**src/rtl/core/pxu_pkg.sv**
```systemverilog
`timescale 1ns / 1ps
`default_nettype none

package pxu_pkg;

    // Source frame geometry.
    localparam int SRC_WIDTH     = 320;
    localparam int SRC_HEIGHT    = 200;
    localparam int WORDS_PER_ROW = SRC_WIDTH / 4;
    localparam int COL_W         = (WORDS_PER_ROW > 1) ? $clog2(WORDS_PER_ROW) : 1;
    localparam int ROW_W         = (SRC_HEIGHT > 1) ? $clog2(SRC_HEIGHT) : 1;

    // Field widths.
    localparam int WORD_W     = 32;
    localparam int ADDR_W     = 20;
    localparam int FACTOR_W   = 2;
    localparam int PITCH_W    = 11;
    localparam int CFG_IDX_W  = 1;
    localparam int CFG_DATA_W = 11;

    // Depth of the job queue between the front and the back.
    localparam int QUEUE_DEPTH = 2;

    // Scale factor codes. Zero behaves as one.
    localparam logic [FACTOR_W-1:0] FACTOR_OFF   = 2'd0;
    localparam logic [FACTOR_W-1:0] FACTOR_ONE   = 2'd1;
    localparam logic [FACTOR_W-1:0] FACTOR_TWO   = 2'd2;
    localparam logic [FACTOR_W-1:0] FACTOR_THREE = 2'd3;

    // Configuration register indexes.
    localparam logic [CFG_IDX_W-1:0] CFG_SCALE = 1'b0;
    localparam logic [CFG_IDX_W-1:0] CFG_PITCH = 1'b1;

    localparam logic [PITCH_W-1:0] RESET_PITCH = 11'd80;

    // One classified input word, ready to be expanded into writes.
    typedef struct packed {
        logic [WORD_W-1:0]   word;
        logic [FACTOR_W-1:0] factor;
        logic [PITCH_W-1:0]  pitch;
        logic [ADDR_W-1:0]   base;
    } t_job;

    // Sequencer status exported by the back end.
    typedef struct packed {
        logic                busy;
        logic [FACTOR_W-1:0] factor;
        logic [FACTOR_W-1:0] k;
        logic [FACTOR_W-1:0] r;
    } t_back_stat;

    // Builds output word k of a source word replicated by factor f.
    function automatic logic [WORD_W-1:0] pack_word(
        input logic [WORD_W-1:0]   w,
        input logic [FACTOR_W-1:0] f,
        input logic [FACTOR_W-1:0] k
    );
        logic [7:0] p0;
        logic [7:0] p1;
        logic [7:0] p2;
        logic [7:0] p3;
        p0 = w[7:0];
        p1 = w[15:8];
        p2 = w[23:16];
        p3 = w[31:24];
        case (f)
            FACTOR_TWO: begin
                pack_word = (k == 2'd0) ? {p1, p1, p0, p0} : {p3, p3, p2, p2};
            end
            FACTOR_THREE: begin
                case (k)
                    2'd0:    pack_word = {p1, p0, p0, p0};
                    2'd1:    pack_word = {p2, p2, p1, p1};
                    default: pack_word = {p3, p3, p3, p2};
                endcase
            end
            default: begin
                pack_word = w;
            end
        endcase
    endfunction

endpackage

`default_nettype wire

```
**src/rtl/core/pxu_front.sv**
```systemverilog
`timescale 1ns / 1ps
`default_nettype none

module pxu_front (
    input  wire logic                             i_clk,
    input  wire logic                             i_rst_n,
    input  wire logic                             i_cfg_we,
    input  wire logic [pxu_pkg::CFG_IDX_W-1:0]    i_cfg_index,
    input  wire logic [pxu_pkg::CFG_DATA_W-1:0]   i_cfg_data,
    input  wire logic                             i_push,
    input  wire logic [pxu_pkg::WORD_W-1:0]       i_pixel_word,
    output      logic                             o_full,
    output      pxu_pkg::t_job                    o_job,
    output      logic                             o_job_valid,
    input  wire logic                             i_job_ready
);

    logic [pxu_pkg::FACTOR_W-1:0] r_scale;
    logic [pxu_pkg::PITCH_W-1:0]  r_pitch;
    logic [pxu_pkg::COL_W-1:0]    r_col;
    logic [pxu_pkg::ROW_W-1:0]    r_row;

    // Holding stage: one accepted word with its scaled coordinates.
    logic                           r_valid;
    logic [pxu_pkg::WORD_W-1:0]     r_word;
    logic [pxu_pkg::FACTOR_W-1:0]   r_factor;
    logic [pxu_pkg::PITCH_W-1:0]    r_hold_pitch;
    logic [pxu_pkg::ROW_W+1:0]      r_row_base;
    logic [pxu_pkg::COL_W+1:0]      r_col_base;

    logic                           accept;
    logic [pxu_pkg::FACTOR_W-1:0]   factor;
    logic [pxu_pkg::ROW_W+1:0]      row_ext;
    logic [pxu_pkg::COL_W+1:0]      col_ext;
    logic [pxu_pkg::ROW_W+1:0]      n_row_base;
    logic [pxu_pkg::COL_W+1:0]      n_col_base;
    logic [pxu_pkg::ROW_W+pxu_pkg::PITCH_W+1:0] row_product;

    assign o_full      = r_valid && !i_job_ready;
    assign accept      = i_push && !o_full;
    assign o_job_valid = r_valid;

    assign factor  = (r_scale == pxu_pkg::FACTOR_OFF) ? pxu_pkg::FACTOR_ONE : r_scale;
    assign row_ext = {2'b00, r_row};
    assign col_ext = {2'b00, r_col};

    always_comb begin
        case (factor)
            pxu_pkg::FACTOR_TWO: begin
                n_row_base = row_ext << 1;
                n_col_base = col_ext << 1;
            end
            pxu_pkg::FACTOR_THREE: begin
                n_row_base = (row_ext << 1) + row_ext;
                n_col_base = (col_ext << 1) + col_ext;
            end
            default: begin
                n_row_base = row_ext;
                n_col_base = col_ext;
            end
        endcase
    end

    // Address of the first write of the word, modulo the address space.
    assign row_product  = (pxu_pkg::ROW_W + pxu_pkg::PITCH_W + 2)'(r_row_base)
                        * (pxu_pkg::ROW_W + pxu_pkg::PITCH_W + 2)'(r_hold_pitch);
    assign o_job.word   = r_word;
    assign o_job.factor = r_factor;
    assign o_job.pitch  = r_hold_pitch;
    assign o_job.base   = pxu_pkg::ADDR_W'(row_product) + pxu_pkg::ADDR_W'(r_col_base);

    always_ff @(posedge i_clk) begin
        if (!i_rst_n) begin
            r_scale <= pxu_pkg::FACTOR_ONE;
            r_pitch <= pxu_pkg::RESET_PITCH;
        end else if (i_cfg_we) begin
            case (i_cfg_index)
                pxu_pkg::CFG_SCALE: r_scale <= i_cfg_data[pxu_pkg::FACTOR_W-1:0];
                pxu_pkg::CFG_PITCH: r_pitch <= i_cfg_data[pxu_pkg::PITCH_W-1:0];
                default:            r_scale <= r_scale;
            endcase
        end
    end

    always_ff @(posedge i_clk) begin
        if (!i_rst_n) begin
            r_valid <= 1'b0;
            r_col   <= '0;
            r_row   <= '0;
        end else begin
            if (accept) begin
                r_valid <= 1'b1;
                if (r_col == pxu_pkg::COL_W'(pxu_pkg::WORDS_PER_ROW - 1)) begin
                    r_col <= '0;
                    if (r_row == pxu_pkg::ROW_W'(pxu_pkg::SRC_HEIGHT - 1)) begin
                        r_row <= '0;
                    end else begin
                        r_row <= r_row + 1'b1;
                    end
                end else begin
                    r_col <= r_col + 1'b1;
                end
            end else if (i_job_ready) begin
                r_valid <= 1'b0;
            end
        end
    end

    always_ff @(posedge i_clk) begin
        if (accept) begin
            r_word       <= i_pixel_word;
            r_factor     <= factor;
            r_hold_pitch <= r_pitch;
            r_row_base   <= n_row_base;
            r_col_base   <= n_col_base;
        end
    end

endmodule

`default_nettype wire

```
**src/rtl/core/pxu_queue.sv**
```systemverilog
`timescale 1ns / 1ps
`default_nettype none

module pxu_queue (
    input  wire logic          i_clk,
    input  wire logic          i_rst_n,
    input  wire logic          i_push,
    input  wire pxu_pkg::t_job i_job,
    output      logic          o_ready,
    output      logic          o_valid,
    output      pxu_pkg::t_job o_job,
    input  wire logic          i_pop
);

    localparam int PTR_W = (pxu_pkg::QUEUE_DEPTH > 1) ? $clog2(pxu_pkg::QUEUE_DEPTH) : 1;
    localparam int CNT_W = $clog2(pxu_pkg::QUEUE_DEPTH + 1);

    pxu_pkg::t_job    r_entries [pxu_pkg::QUEUE_DEPTH];
    logic [PTR_W-1:0] r_wr_ptr;
    logic [PTR_W-1:0] r_rd_ptr;
    logic [CNT_W-1:0] r_count;

    logic do_push;
    logic do_pop;

    assign o_ready = (r_count != CNT_W'(pxu_pkg::QUEUE_DEPTH));
    assign o_valid = (r_count != '0);
    assign o_job   = r_entries[r_rd_ptr];
    assign do_push = i_push && o_ready;
    assign do_pop  = i_pop && o_valid;

    always_ff @(posedge i_clk) begin
        if (!i_rst_n) begin
            r_wr_ptr <= '0;
            r_rd_ptr <= '0;
            r_count  <= '0;
        end else begin
            if (do_push) begin
                r_wr_ptr <= (r_wr_ptr == PTR_W'(pxu_pkg::QUEUE_DEPTH - 1)) ? '0 : r_wr_ptr + 1'b1;
            end
            if (do_pop) begin
                r_rd_ptr <= (r_rd_ptr == PTR_W'(pxu_pkg::QUEUE_DEPTH - 1)) ? '0 : r_rd_ptr + 1'b1;
            end
            if (do_push && !do_pop) begin
                r_count <= r_count + 1'b1;
            end else if (do_pop && !do_push) begin
                r_count <= r_count - 1'b1;
            end
        end
    end

    always_ff @(posedge i_clk) begin
        if (do_push) begin
            r_entries[r_wr_ptr] <= i_job;
        end
    end

endmodule

`default_nettype wire

```
**src/rtl/core/pxu_back.sv**
```systemverilog
`timescale 1ns / 1ps
`default_nettype none

module pxu_back (
    input  wire logic                         i_clk,
    input  wire logic                         i_rst_n,
    input  wire logic                         i_job_valid,
    input  wire pxu_pkg::t_job                i_job,
    output      logic                         o_job_pop,
    output      logic                         o_empty,
    input  wire logic                         i_pop,
    output      logic [pxu_pkg::ADDR_W-1:0]   o_write_address,
    output      logic [pxu_pkg::WORD_W-1:0]   o_write_data,
    output      logic                         o_last_of_run,
    output      pxu_pkg::t_back_stat          o_stat
);

    // Current job being expanded.
    logic                         r_busy;
    logic [pxu_pkg::WORD_W-1:0]   r_word;
    logic [pxu_pkg::FACTOR_W-1:0] r_factor;
    logic [pxu_pkg::PITCH_W-1:0]  r_pitch;
    logic [pxu_pkg::ADDR_W-1:0]   r_base;
    logic [pxu_pkg::ADDR_W-1:0]   r_addr;
    logic [pxu_pkg::FACTOR_W-1:0] r_k;
    logic [pxu_pkg::FACTOR_W-1:0] r_r;

    // Output register.
    logic                         r_out_valid;
    logic [pxu_pkg::ADDR_W-1:0]   r_out_addr;
    logic [pxu_pkg::WORD_W-1:0]   r_out_data;
    logic                         r_out_last;

    logic                         advance;
    logic                         last_write;
    logic                         row_done;
    logic [pxu_pkg::FACTOR_W-1:0] factor_max;

    assign factor_max = r_factor - 1'b1;
    assign row_done   = (r_r == factor_max);
    assign last_write = row_done && (r_k == factor_max);
    assign advance    = r_busy && (!r_out_valid || i_pop);
    assign o_job_pop  = i_job_valid && (!r_busy || (advance && last_write));

    assign o_empty         = !r_out_valid;
    assign o_write_address = r_out_addr;
    assign o_write_data    = r_out_data;
    assign o_last_of_run   = r_out_last;

    assign o_stat.busy   = r_busy;
    assign o_stat.factor = r_factor;
    assign o_stat.k      = r_k;
    assign o_stat.r      = r_r;

    always_ff @(posedge i_clk) begin
        if (!i_rst_n) begin
            r_busy      <= 1'b0;
            r_out_valid <= 1'b0;
        end else begin
            if (o_job_pop) begin
                r_busy <= 1'b1;
            end else if (advance && last_write) begin
                r_busy <= 1'b0;
            end
            if (advance) begin
                r_out_valid <= 1'b1;
            end else if (i_pop) begin
                r_out_valid <= 1'b0;
            end
        end
    end

    always_ff @(posedge i_clk) begin
        if (o_job_pop) begin
            r_word   <= i_job.word;
            r_factor <= i_job.factor;
            r_pitch  <= i_job.pitch;
            r_base   <= i_job.base;
            r_addr   <= i_job.base;
            r_k      <= '0;
            r_r      <= '0;
        end else if (advance) begin
            if (row_done) begin
                r_k    <= r_k + 1'b1;
                r_r    <= '0;
                r_addr <= r_base + pxu_pkg::ADDR_W'(r_k + 1'b1);
            end else begin
                r_r    <= r_r + 1'b1;
                r_addr <= r_addr + pxu_pkg::ADDR_W'(r_pitch);
            end
        end
        if (advance) begin
            r_out_addr <= r_addr;
            r_out_data <= pxu_pkg::pack_word(r_word, r_factor, r_k);
            r_out_last <= last_write;
        end
    end

endmodule

`default_nettype wire

```
**src/rtl/core/pixel_replicate_upscaler.sv**
```systemverilog
// Nearest-neighbor integer upscaler for 8-bit pixels.
// The source frame enters in raster order as 32-bit words of four pixels, pixel 0
// in the low byte, through a queue-style port: a request is taken on a clock edge
// with push high and full low. Each word yields factor*factor framebuffer writes
// (address, data, last_of_run), output word outer and row inner, offered on a
// queue-style port: the oldest write is valid while empty is low and is taken on
// an edge with pop high. The scale factor (0 acts as 1) and the row pitch are set
// through the plain write port; the user must write them only while the block is
// idle, which the block itself does not enforce. The first write of a word passes
// the holding stage, the queue and the sequencer before it reaches the output
// register. Throughput: one write per cycle while the receiver keeps popping; the
// write sequencer sets the rate. Up to four words can be held inside (holding
// stage, two-entry queue and the sequencer) while the sequencer works, so requests
// keep flowing. A stalled receiver holds the current write on the outputs; the
// sequencer and then the queue fill and full rises. Reset clears the column and
// row counters, empties every stage and restores factor 1 and pitch 80.
`timescale 1ns / 1ps
`default_nettype none

module pixel_replicate_upscaler (
    input  wire logic                             i_clk,
    input  wire logic                             i_rst_n,
    input  wire logic                             i_cfg_we,
    input  wire logic [pxu_pkg::CFG_IDX_W-1:0]    i_cfg_index,
    input  wire logic [pxu_pkg::CFG_DATA_W-1:0]   i_cfg_data,
    input  wire logic                             push,
    output      logic                             full,
    input  wire logic [pxu_pkg::WORD_W-1:0]       i_pixel_word,
    output      logic                             empty,
    input  wire logic                             pop,
    output      logic [pxu_pkg::ADDR_W-1:0]       o_write_address,
    output      logic [pxu_pkg::WORD_W-1:0]       o_write_data,
    output      logic                             o_last_of_run
);

    pxu_pkg::t_job       front_job;
    logic                front_valid;
    logic                queue_ready;
    pxu_pkg::t_job       queue_job;
    logic                queue_valid;
    logic                queue_pop;
    pxu_pkg::t_back_stat back_stat;

    // The front takes requests, tracks the source raster position and works out
    // the base framebuffer address of each word.
    pxu_front u_front (
        .i_clk        (i_clk),
        .i_rst_n      (i_rst_n),
        .i_cfg_we     (i_cfg_we),
        .i_cfg_index  (i_cfg_index),
        .i_cfg_data   (i_cfg_data),
        .i_push       (push),
        .i_pixel_word (i_pixel_word),
        .o_full       (full),
        .o_job        (front_job),
        .o_job_valid  (front_valid),
        .i_job_ready  (queue_ready)
    );

    // A short queue decouples address setup from the write sequencer.
    pxu_queue u_queue (
        .i_clk   (i_clk),
        .i_rst_n (i_rst_n),
        .i_push  (front_valid),
        .i_job   (front_job),
        .o_ready (queue_ready),
        .o_valid (queue_valid),
        .o_job   (queue_job),
        .i_pop   (queue_pop)
    );

    // The back steps through the writes of each word into an output register, one
    // per cycle while the receiver keeps popping.
    pxu_back u_back (
        .i_clk           (i_clk),
        .i_rst_n         (i_rst_n),
        .i_job_valid     (queue_valid),
        .i_job           (queue_job),
        .o_job_pop       (queue_pop),
        .o_empty         (empty),
        .i_pop           (pop),
        .o_write_address (o_write_address),
        .o_write_data    (o_write_data),
        .o_last_of_run   (o_last_of_run),
        .o_stat          (back_stat)
    );

    // The sequencer's output-word and row counters stay inside the factor.
    a_counters_in_range: assert property (@(posedge i_clk) disable iff (!i_rst_n)
        back_stat.busy |-> (back_stat.k <= back_stat.factor - 2'd1)
                        && (back_stat.r <= back_stat.factor - 2'd1)
                        && (back_stat.factor != pxu_pkg::FACTOR_OFF))
        else $error("write sequencer counters out of range");

    // A write that is not the last of its word is always followed by another one.
    a_run_continues: assert property (@(posedge i_clk) disable iff (!i_rst_n)
        (!empty && pop && !o_last_of_run) |=> !empty)
        else $error("write run broken before its last write");

    // While a write that is not the last of its word is shown, the sequencer is
    // still busy with that word.
    a_busy_after_partial: assert property (@(posedge i_clk) disable iff (!i_rst_n)
        (!empty && !o_last_of_run) |-> back_stat.busy)
        else $error("partial run shown with an idle sequencer");

endmodule

`default_nettype wire
```
**config.mk**
```make
export PLATFORM = sky130hd
export DESIGN_NAME = pixel_replicate_upscaler
export DESIGN_NICKNAME = d
export VERILOG_FILES = /design/src/rtl/core/pxu_pkg.sv /design/src/rtl/core/pxu_front.sv /design/src/rtl/core/pxu_queue.sv /design/src/rtl/core/pxu_back.sv /design/src/rtl/core/pixel_replicate_upscaler.sv
export SDC_FILE = /design/constraint.sdc
export NUM_CORES = 1
export LEC_CHECK = 0
export BUFFER_PORTS_ARGS = -buffer_cell sky130_fd_sc_hd__buf_2
export CORE_MARGIN = 1
export CORE_UTILIZATION = 45
export CTS_BUF_LIST = sky130_fd_sc_hd__clkbuf_4
export DETAILED_ROUTE_END_ITERATION = 6
export GPL_TIMING_DRIVEN = 0
export SLEW_MARGIN = 20
export SYNTH_ARGS = -nofsm -noshare
export SYNTH_HDL_FRONTEND = slang
export SYNTH_SLANG_ARGS = --single-unit
```
**constraint.sdc**
```tcl
create_clock -name i_clk -period 5.12 [get_ports i_clk]
set_input_delay 0.512 -clock i_clk [delete_from_list [all_inputs] [get_ports i_clk]]
set_output_delay 0.512 -clock i_clk [all_outputs]
set_load 0.02 [all_outputs]
```
## Word level (Yosys, flattened, before mapping)

Memory sizes are Yosys's and may differ from the RTL's. A register that Yosys moved wholly into a read port is not among the register bits.
Cells that the tools add are included.

| storage, ports and cells | value |
|---|---|
| bits in registers | 241 |
| bits in writable memories | 130 |
| input port bits | 49 |
| output and inout bits | 55 |
| logic and storage cells | 109 |
| memories kept | 1 |

Memories:

| name | words | bits a word | rd ports | clocked after memory_dff | write ports | line | source |
|---|---|---|---|---|---|---|---|
| u_queue.r_entries | 2 | 65 | 1 | 1 | 1 | pxu_queue.sv:18 | `pxu_pkg::t_job r_entries [pxu_pkg::QUEUE_DEPTH];` |

| cells by class | value |
|---|---|
| add/subtract/negate cells | 15 |
| $mul | 1 |
| equal/unequal tests | 10 |
| mux-type cells | 26 |
| bitwise gates (word level) | 1 |
| reduce and logical (&&, ||, !) cells | 30 |

Operators with widths:

| cell | number |
|---|---|
| one-hot mux 32 bit (2 select lines) | 2 |
| 2-to-1 mux 20 bit | 3 |
| 2-to-1 mux 32 bit | 1 |
| adder 20 x 11 -> 20 bit | 1 |
| adder 20 bit | 1 |
| adder 20 x 9 -> 20 bit | 1 |
| multiplier 10 x 11 -> 20 bit | 1 |
| one-hot mux 10 bit (2 select lines) | 1 |
| one-hot mux 9 bit (2 select lines) | 1 |
| 2-to-1 mux 1 bit | 12 |
| nonzero test 2 bit | 6 |
| adder 9 x 8 -> 10 bit | 1 |
| logical AND 1 bit | 10 |
| adder 8 x 7 -> 9 bit | 1 |
| adder 8 x 1 -> 8 bit (second input constant) | 1 |
| equality test 2 bit (second input constant) | 4 |
| equality test 8 bit (second input constant) | 1 |
| 2-to-1 mux 2 bit | 4 |
| 2-to-1 mux 8 bit | 1 |
| AND reduction 2 bit | 4 |
| adder 7 x 1 -> 7 bit (second input constant) | 1 |
| equality test 7 bit (second input constant) | 1 |
| 2-to-1 mux 7 bit | 1 |
| adder 2 x 1 -> 2 bit (second input constant) | 3 |
| other kinds (10) | 20 |

## Depth between registers and ports, before layout

| depth | value |
|---|---|
| depth after elaboration | 10 |
| mapped depth | 19 |
| mapped depth without buffers | 18 |

## Modules after synthesis

Synthesis repeated with hierarchy kept, for this count alone.

| unflattened totals | value |
|---|---|
| cell total of the unflattened synthesis | 1,580 |
| area, all modules | 19,722.7 um^2 |

Modules (own cells, without submodules):

| module | times used | cells each | area each (um^2) |
|---|---|---|---|
| pxu_front | 1 | 786 | 7,895.1 |
| pxu_back | 1 | 568 | 6,901.6 |
| pxu_queue | 1 | 226 | 4,926.0 |

## Worst setup path before layout

No wires, ideal clock.

| timing | value |
|---|---|
| path type | register to register |
| from | register u_front.r_hold_pitch[1] in the netlist's numbering |
| to | memory u_queue.r_entries[0][19] in the netlist's numbering, data pin |
| arrival | 4,970 ps |
| path slack | -34 ps |
| cell stages (with the launch flop) | 17 |
| buffers on the path | 1 |
| clock period less this slack | 5,154 ps |
| cell sequence | edfxtp_1 > clkbuf_1 > and2_1 > fa_1 > fa_1 > fa_1 > fa_1 > inv_1 > fa_1 > inv_1 > ha_1 > a21oi_1 > o21ai_0 > or3_1 > o21ai_0 > nor2_1 > a211oi_1 |

RTL lines:

| what | line | source |
|---|---|---|
| start, declared | pxu_front.sv:27 | `logic [pxu_pkg::PITCH_W-1:0] r_hold_pitch;` |
| start signal, assigned | pxu_front.sv:113 | `r_hold_pitch <= r_pitch;` |
| end, declared | pxu_queue.sv:18 |  |

==> summary.txt <==
Die
  – Row count: 76
  – Starting density of the core: 0.459
  – Die Height: 212 µm
  – Core ar.: 43,300 µm²
  – Die area: 45,000 µm²
  – Die X: 212 µm
  – Io pins: 104

Timing
  – Fin Setup TNS: 0 ps
  – Hold_ws: 89.3 ps
  – Final setup vio count: 0
  – Worst Tran Pin Value: 872 ps
  – Fin crit period: 5020 ps
  – Final period utilization: 0.980
  – Maximum achievable frequency: 199 MHz
  – Relative slew margins: 0.411
  – Slew Viols, Final: 0
  – Skew final: 61.6 ps
  – Setup WS post-layout: 101 ps
  – Final hold violation count: 0

Logic synthesis
  – Synthesis-stage register bit count: 372
  – Number of flops mapped to enable cells by yosys: 332
  – Count leader, synth: edfxtp_1
  – Cells after Synth: 1,599
  – Asr flop ratio synth: 0
  – Synth area leaders: edfxtp_1, fa_1, ha_1
  – Commonest cells in the netlist: edfxtp_1, nand2_1, inv_1
  – Syn avg cell area: 12.4 µm²
  – Synthesized area: 19,900 µm²
  – Sequential fraction of the synthesis area: 0.542
  – Synth unique cells: 71
  – Yosys warning total: 0
  – Mapped Nets: 1,826
  – Top-area cell type share of the netlist area: 0.502
  – Post-synth top area cell: edfxtp_1
  – Top_reg_cell synth: edfxtp_1

Placed design
  – Placed cell count: 2,295
  – Dpl ws: -651 ps
  – I/O Buffers: 103
  – Placed standard-cell area: 21,300 µm²
  – DP HPWL: 31,500 µm
  – Routability cong.: 0.883

Drt
  – Post-route ant nets: 0
  – DRT iter0 DRCs: 758
  – Wire length per cell: 17.1 µm
  – Via density: 5.16
  – TritonRoute pass-1 iters: 5
  – DRC viols: 0
  – Final wirelength: 43,700 µm
  – DR vias: 13,200

Clock tree
  – Clock-pin slew on the worst setup and hold paths: 70 ps
  – CTS Buffer Depth: 3
  – Clock Sinks: 372
  – CTS tree: built
  – CTS buffer count: 98
  – CTS H-tree depth: 3
  – Clk Tree Root Cell: clkbuf_4
  – Skew-Pair Late Insertion Delay: 800 ps

Pwr
  – Gate power share: 0.451
  – Pwr dens: 582 nW/µm²
  – Net Switching: 5.27 mW
  – Clk network pwr share: 0.182
  – Pleak: 9.45 nW
  – Sequential power share: 0.367
  – Switching share of power: 0.385
  – Peak supply drop: 0.000263 V
  – Internal power: 8.43 mW

Layout
  – Nets@finish: 2,113
  – Layout area overhead: 18.5%
  – Register cell area after layout: 10,800 µm²
  – Fillers: 3,636
  – Post-route insts no fill: 2,550
  – Multi-input logic area: 8470 µm²
  – Share of cells above drive strength 1: 0.225
  – Final Cell Area: 23,500 µm²

Global route
  – GRT Overall Usage: 0.199
  – Initial antenna violation count: 3
  – Vias in the first global route: 13,200
  – GRT Residual Overflow: 0
  – First-pass GRT wire length: 69,000 µm
  – Largest net degree at the start of global routing: 41

Worst setup path
  – Worst EP required: 5710 ps
  – CP max-delay cell: fa_1
  – CP Cell Sequence: buf_6 -> and2_1 -> fa_1 -> fa_1 -> fa_1 -> fa_1 -> inv_1 -> fa_1 -> inv_1 -> ha_4 -> a21oi_2 -> o21ai_2 -> or3_4 -> o21ai_4 -> nor2_2 -> a211oi_2
  – CP max stage delay: 550 ps
  – Crit Path Class: reg -> reg
  – Delay-heaviest family, CP: adder cells
  – Buf+Inv Stages, Crit Path: 3
  – Critical path capture point type: flip-flop
  – Max FO, Critical Path: 5
  – Nature of the critical path startpoint: flip-flop
  – CP Data Arrival Time: 5610 ps
  – Cell mode on critical path: fa_1

Hold path
  – Worst Hold Class: in -> reg

Status
  – Status: finished, final reports clean

Run
  – Maxcap violations: 0
## timing repair
action / CTS / global route
hold buffers: 43 / 0
gates cloned: 0 / 0
pin swaps: 5 / 33
endpoints found under the hold margin: 45 / 0
setup endpoints to repair: 16 / 16
buffers inserted: 32 / 16
gates resized for setup: 22 / 40
## power by group through the flow
stage	sequential (mW)	combinational (mW)	clock, mW
after CTS	5.02	5.88	2.58
after global routing	5.10	6.88	2.72
final	5.02	6.17	2.50
after floorplan	5.13	4.03	0
after detailed placement	5.08	5.67	0
after global placement	5.08	5.51	0
## cell type report
cell class / count / share of cell area
Antenna cell: 6 / 0.000638
Buffer: 52 / 0.0101
Clock buffer: 142 / 0.0453
Clock inverter: 31 / 0.00696
Inverter: 155 / 0.0248
Multi-Input combinational cell: 1006 / 0.360
Sequential cell: 372 / 0.457
Tap cell: 585 / 0.0311
Timing Repair Buffer: 201 / 0.0638
## kinds of logic after synthesis
kind of cell,Yosys count,synth area share
and+or+nand+nor,405,0.0980
DFF,372,0.542
AOI/OAI and AO/OA,266,0.0954
buffers and inverters,221,0.0421
adders and majority gates,178,0.143
muxes,87,0.0485
xor gates and xnor gates,70,0.0309
## flip-flops by register name (all words and copies together), names as in the netlist, 2 cells and up, named ones only
| register | cells |
|---|---|
| u_queue.r_entries | 130 |
| u_back.r_word | 32 |
| u_front.r_col_base | 9 |
| u_back.o_write_address | 20 |
| u_front.r_hold_pitch | 11 |
| u_back.r_pitch | 11 |
| u_back.r_addr | 20 |
| u_back.r_factor | 2 |
| u_front.r_word | 32 |
| u_front.r_col | 7 |
| u_back.r_r | 2 |
| u_front.r_pitch | 11 |
| u_back.r_base | 20 |
| u_front.r_row | 8 |
| u_back.o_write_data | 32 |
| u_queue.r_count | 2 |
| u_front.r_row_base | 10 |
| u_front.r_factor | 2 |
| u_back.r_k | 2 |
| u_front.r_scale | 2 |
## layout by cell type, fill, tap and decap left out, drive strengths merged, types with 15 or more instances in the layout
cell type / n
a21boi: 32
nand3: 25
xor2: 26
edfxtp: 332
o21ai: 49
nand2: 172
nor2: 59
mux2: 74
clkbuf: 182
buf: 170
inv: 158
nand4: 17
a221o: 19
fa: 82
clkinv: 27
nand2b: 15
dfxtp: 40
a21o: 16
dlygate4sd3: 43
and2: 58
ha: 96
xnor2: 44
a21oi: 57
## worst paths after layout
| path | cells after the start | end | slack, ps | startpoint |
|---|---|---|---|---|
| max | 16 | u_queue.r_entries[1][19] | 100 | u_front.r_hold_pitch[6] |
| min | 2 | u_front.o_job_valid | 90 | push |
| max reg2reg | 16 | u_queue.r_entries[1][19] | 100 | u_front.r_hold_pitch[6] |
| min reg2reg | 0 | u_front.r_hold_pitch[9] | 410 | u_front.r_pitch[9] |
## metrics by stage
step,total power [mW],util
CTS,13.5,0.537
detailed placement,10.7,0.492
global placement,10.6,0.488
global route,14.7,0.544
floorplan,9.16,-
finish,13.7,0.544
## metal layers
metal | track usage | vias up | wire length, µm
met4 | 0.0755 | 0 | 1020
met5 | 0 | - | 0
li1 | - | 6362 | -
met2 | 0.315 | 393 | 19900
met3 | 0.0369 | 75 | 2510
met1 | 0.273 | 6336 | 20300
(Power assumes the default switching activity.)
